==> src/hdl/sgll_pkg.sv <==
// sgll_pkg: shared types, widths and register codes for the spherical
// gaussian log-likelihood block
// no dependencies
`default_nettype none

package sgll_pkg;

  localparam int NUM_FEATURES   = 4;
  localparam int NUM_COMPONENTS = 3;
  localparam int MAX_FEAT       = 4;
  localparam int MAX_COMP       = 3;

  localparam int FEAT_W    = 16;
  localparam int DIFF_W    = FEAT_W + 1;
  localparam int SQ_W      = 32;
  localparam int SUM_W     = SQ_W + 2;
  localparam int CHOL_W    = 16;
  localparam int CHSQ_W    = 2 * CHOL_W;
  localparam int BIAS_W    = 32;
  localparam int PLO_W     = CHSQ_W + SQ_W;
  localparam int PHI_W     = CHSQ_W + SUM_W - SQ_W;
  localparam int FRAC_SH   = 17;
  localparam int Q_W       = 50;
  localparam int DIFF_RES_W = Q_W + 1;
  localparam int LL_W      = 48;
  localparam int MEAN_W    = 64;
  localparam int SCALE_W   = 48;
  localparam int CFG_IDX_W = 3;
  localparam int CFG_DATA_W = 64;
  localparam int NSTG      = 6;

  localparam logic [SCALE_W-1:0] SCALE_RST = SCALE_W'(256);

  typedef logic signed [FEAT_W-1:0] feat_t;
  typedef logic signed [LL_W-1:0]   loglik_t;
  typedef feat_t [MAX_FEAT-1:0]     feat_vec_t;
  typedef logic [MAX_COMP-1:0][MEAN_W-1:0]  mean_arr_t;
  typedef logic [MAX_COMP-1:0][SCALE_W-1:0] scale_arr_t;

  typedef enum logic [CFG_IDX_W-1:0] {
    REG_MEAN0  = 3'd0,
    REG_MEAN1  = 3'd1,
    REG_MEAN2  = 3'd2,
    REG_SCALE0 = 3'd3,
    REG_SCALE1 = 3'd4,
    REG_SCALE2 = 3'd5
  } reg_idx_t;

  // per-stage load enables shared by the control and every lane
  typedef struct packed {
    logic [NSTG-1:0] en;
  } pipe_ctl_t;

endpackage

`default_nettype wire

==> src/hdl/sgll_ctrl.sv <==
// sgll_ctrl: valid tracking and stage enables for the six-stage pipeline,
// carries the batch-end flag alongside; depends on sgll_pkg
`default_nettype none

module sgll_ctrl import sgll_pkg::*; (
  input  logic      clk,
  input  logic      rst_n,
  input  logic      in_valid,
  input  logic      in_last,
  output logic      in_ready,
  output logic      out_valid,
  output logic      out_last,
  input  logic      out_ready,
  output pipe_ctl_t ctl
);

  logic [NSTG-1:0] valid_r, valid_nxt;
  logic [NSTG-1:0] last_r;
  logic [NSTG-1:0] en;

  // a stage loads when it is empty or its content moves on
  always_comb begin
    en[NSTG-1] = !valid_r[NSTG-1] || out_ready;
    for (int i = NSTG - 2; i >= 0; i--) begin
      en[i] = !valid_r[i] || en[i+1];
    end
  end

  always_comb begin
    valid_nxt = valid_r;
    if (en[0]) valid_nxt[0] = in_valid;
    for (int i = 1; i < NSTG; i++) begin
      if (en[i]) valid_nxt[i] = valid_r[i-1];
    end
  end

  always_ff @(posedge clk) begin
    if (!rst_n) begin
      valid_r <= '0;
    end else begin
      valid_r <= valid_nxt;
    end
  end

  always_ff @(posedge clk) begin
    if (en[0]) last_r[0] <= in_last;
    for (int i = 1; i < NSTG; i++) begin
      if (en[i]) last_r[i] <= last_r[i-1];
    end
  end

  assign ctl.en    = en;
  assign in_ready  = en[0];
  assign out_valid = valid_r[NSTG-1];
  assign out_last  = last_r[NSTG-1];

`ifndef SYNTHESIS
  a_full_when_blocked: assert property (@(posedge clk) disable iff (!rst_n)
    !in_ready |-> &valid_r)
    else $error("input blocked with a bubble in the pipeline");

  a_drain_moves_all: assert property (@(posedge clk) disable iff (!rst_n)
    en[NSTG-1] |-> &en)
    else $error("output moving but an upstream stage held");

  a_held_result: assert property (@(posedge clk) disable iff (!rst_n)
    valid_r[NSTG-1] && !out_ready |=> valid_r[NSTG-1] && $stable(last_r[NSTG-1]))
    else $error("stalled result lost or changed");

  a_accept_lands: assert property (@(posedge clk) disable iff (!rst_n)
    in_valid && in_ready |=> valid_r[0])
    else $error("accepted request not captured in first stage");
`endif

endmodule

`default_nettype wire

==> config.mk <==
export PLATFORM = sky130hd
export DESIGN_NAME = sgll_ctrl
export DESIGN_NICKNAME = d
export VERILOG_FILES = /design/src/hdl/sgll_pkg.sv /design/src/hdl/sgll_ctrl.sv
export SDC_FILE = /design/constraint.sdc
export NUM_CORES = 1
export LEC_CHECK = 0
export BUFFER_PORTS_ARGS = -buffer_cell sky130_fd_sc_hd__clkbuf_2
export CORE_AREA = 2 2 39 41
export CTS_CLUSTER_DIAMETER = 120
export CTS_CLUSTER_SIZE = 10
export DETAILED_ROUTE_END_ITERATION = 8
export DIE_AREA = 0 0 41 43
export PLACE_DENSITY_LB_ADDON = 0.25
export RECOVER_POWER = 25
export SYNTH_ARGS = -nofsm -noshare
export SYNTH_HDL_FRONTEND = slang
export SYNTH_SLANG_ARGS = --single-unit
==> constraint.sdc <==
create_clock -name clk -period 1.9 [get_ports clk]
set_clock_uncertainty 0.2 [all_clocks]
set_input_delay 0.57 -clock clk [delete_from_list [all_inputs] [get_ports clk]]
set_output_delay 0.57 -clock clk [all_outputs]
set_load 0.03 [all_outputs]
==> out/results.txt <==
Slew Limit Fails: 0
Io pins: 14
Syn nets: 38
# rows: 14
Sw frac: 0.1954
Crit path buf inv count: 2
Root Buffer: clkbuf_4
Internal Power: 0.4056 mW
Cell area after synthesis: 421.7 um^2
Reg power frac: 0.567
Die area: 0.001763 mm^2
Slew margin rel.: 0.8687
Dpl cells: 68
Clk_lat worst skew: 270 ps
Cells after synthesis: 33
Crit-path max FO: 3
CP Data Required Time: 1130 ps
Setup CP Type: in2out
Total iterations of the first detailed-routing run: 4
Residual DRC: 0
CTS Buf Count: 3
P&R area growth vs syn: 61.72%
Die X: 41 um
Hold Crit Class: reg2reg
Remaining Overflow, GRT: 0
DR vias: 316
RSZ-0062 raised after global routing: true
Register area: 300.3 um^2
Crit. End Element: primary output
Min Hold Slack: 227.3 ps
Hold_buf cts: 0
Cell Pwr Density: 739.2 mW/mm^2
Initial antenna violation count: 0
Clock buffer depth: 2
Post-route cell area: 681.9 um^2
Dpl hpwl: 577.4 um
Slew at the pin closest to its max-slew limit: 196.7 ps
GRT Overall Usage: 0.1118
Ant diodes: 0
Synth Area per Inst: 12.78 um^2
Period utilization: 1.118
Failing checks: setup timing
Switching power: 0.09848 mW
Lkg Pwr: 0.2971 nW
Combinational share of power: 0.031
Cell variety after synth: 14
Place WS: -268.4 ps
Max Fclk: 470.9 MHz
Antenna Violating Nets Remaining: 0
Post-synthesis sequential area ratio: 0.7122
Multi-input logic area: 115.1 um^2
GP Congestion: 0.7343
Final Hold Fails: 0
Time the worst path needs with I/O delays and setup: 2124 ps
Drt total wl: 762 um
Clock-pin slew on the worst setup and hold paths: 70 ps
Share of cells above drive strength 1: 0.5862
Number of global-route vias before repair: 314
VDD IR-drop max: 0.2660 mV
Via-per-instance ratio: 4.270
Largest net degree at the start of global routing: 8
Fill cell count: 127
H-tree levels: 1
Nets: 64
CP max stage delay: 320 ps
Max Cap Viol: 0
Final Worst Setup Slack: -223.7 ps
Core area: 0.001384 mm^2
Flop-to-flop setup slack: 430 ps
Die Ht: 43 um
Clock tree sinks: 12
Clk pwr share: 0.402
Critical path launch point type: primary input
Non-filler cells, final: 74
Placed cell area: 573.1 um^2
Cells along the critical path: buf_6 -> and4b_2 -> and2_4 -> nand2_4 -> buf_8
Synthesis Warnings: 0
Setup violations, final: 5
CTS tree: done
Global-route wire length before repair: 1.221 mm
Seq cells post-synth: 12
Worst-path cell with the longest stage delay: and4b_2
I/O Buffers: 13
CP top delay family: simple AND/OR/NAND/NOR gates
WP data arrival: 1350 ps
Overall Power: 0.5040 mW
Initial DRC count: 4
Initial Utilization: 0.3047
Drt wl/cell: 10.30 um
Status: complete, but fails checks
worst register-to-register path, stage by stage (launching register included):
cell and delay (ps):
dfxtp_1 370, and4b_2 300, and2_4 190, nand2_4 50, buf_4 140
area by class of cell:
type | count | share of cell area
repair buffers | 22 | 0.2789
well taps | 16 | 0.02936
flip-flops and latches | 12 | 0.4404
multi-input cells | 16 | 0.1688
inverters | 4 | 0.02936
clock buffers | 4 | 0.05321
flip-flops by register name (all words and copies together) (netlist names):
name	cells
last_r	6
valid_r	6
final timing paths:
kind | start | end | cells after the start
setup reg to reg | valid_r[4]$_SDFFE_PN0P_ | last_r[1]$_DFFE_PP_ | 4
setup / recovery | out_ready | ctl[1] | 5
hold reg to reg | last_r[2]$_DFFE_PP_ | last_r[3]$_DFFE_PP_ | 0
hold / removal | last_r[2]$_DFFE_PP_ | last_r[3]$_DFFE_PP_ | 0
synthesized netlist by cell type, drive strengths merged:
library cell | number | share of area
inv | 4 | 0.036
and4b | 1 | 0.024
dfxtp | 6 | 0.28
nand2 | 4 | 0.036
nand3 | 1 | 0.012
edfxtp | 6 | 0.43
o21ai | 1 | 0.021
o21a | 4 | 0.071
buf | 1 | 0.018
and2 | 1 | 0.021
a21oi | 1 | 0.012
nor2b | 2 | 0.030
nor2 | 1 | 0.0089
power groups by stage:
stage / Combinational [mW] / Sequential (mW) / Clock (mW)
floorplan: 0.00429 / 0.293 / 0
global placement: 0.0146 / 0.291 / 0
detailed placement: 0.0148 / 0.292 / 0
CTS: 0.0148 / 0.286 / 0.211
global route: 0.0176 / 0.287 / 0.221
finish: 0.0157 / 0.286 / 0.203
routing by layer:
metal  global-route usage  routed length [um]
met1               0.1338                 329
met2               0.1625                 386
met3              0.03141                  42
met4              0.08000                   4
met5                    0                   0
kinds of logic after synthesis:
| logic type | synth area share |
|---|---|
| AOI/OAI and AO/OA | 0.1039 |
| buffers and inverters | 0.05341 |
| DFF | 0.7122 |
| and+or+nand+nor | 0.1305 |
stage by stage:
stage / setup TNS, ps / utilization
after floorplan: -176.5 / -
after global placement: -1186 / 0.4141
after detailed placement: -1201 / 0.4141
after CTS: -1118 / 0.4801
after global routing: -1307 / 0.4928
final: -999.2 / 0.4928
placed cells by master (no fill, tap or decap), types with 2 or more instances in the layout:
cell type  netlist  final
edfxtp_1         6      6
dfxtp_1          6      6
buf_8            0      3
buf_4            1      8
o21a_1           4      4
inv_4            0      2
clkbuf_2         0      7
clkbuf_8         0      3
nand2_1          4      3
clkbuf_4         0      3
buf_6            0      2
nor2b_1          2      2
what timing repair did:
action                                 in CTS  in global routing
endpoints found under the hold margin       0                  0
setup endpoints to repair                   5                  7
buffers inserted                            1                  1
gates cloned                                0                  0
resized for setup                          11                  4
pin swaps                                   1                  1
Power figures use the tool's default switching activity.
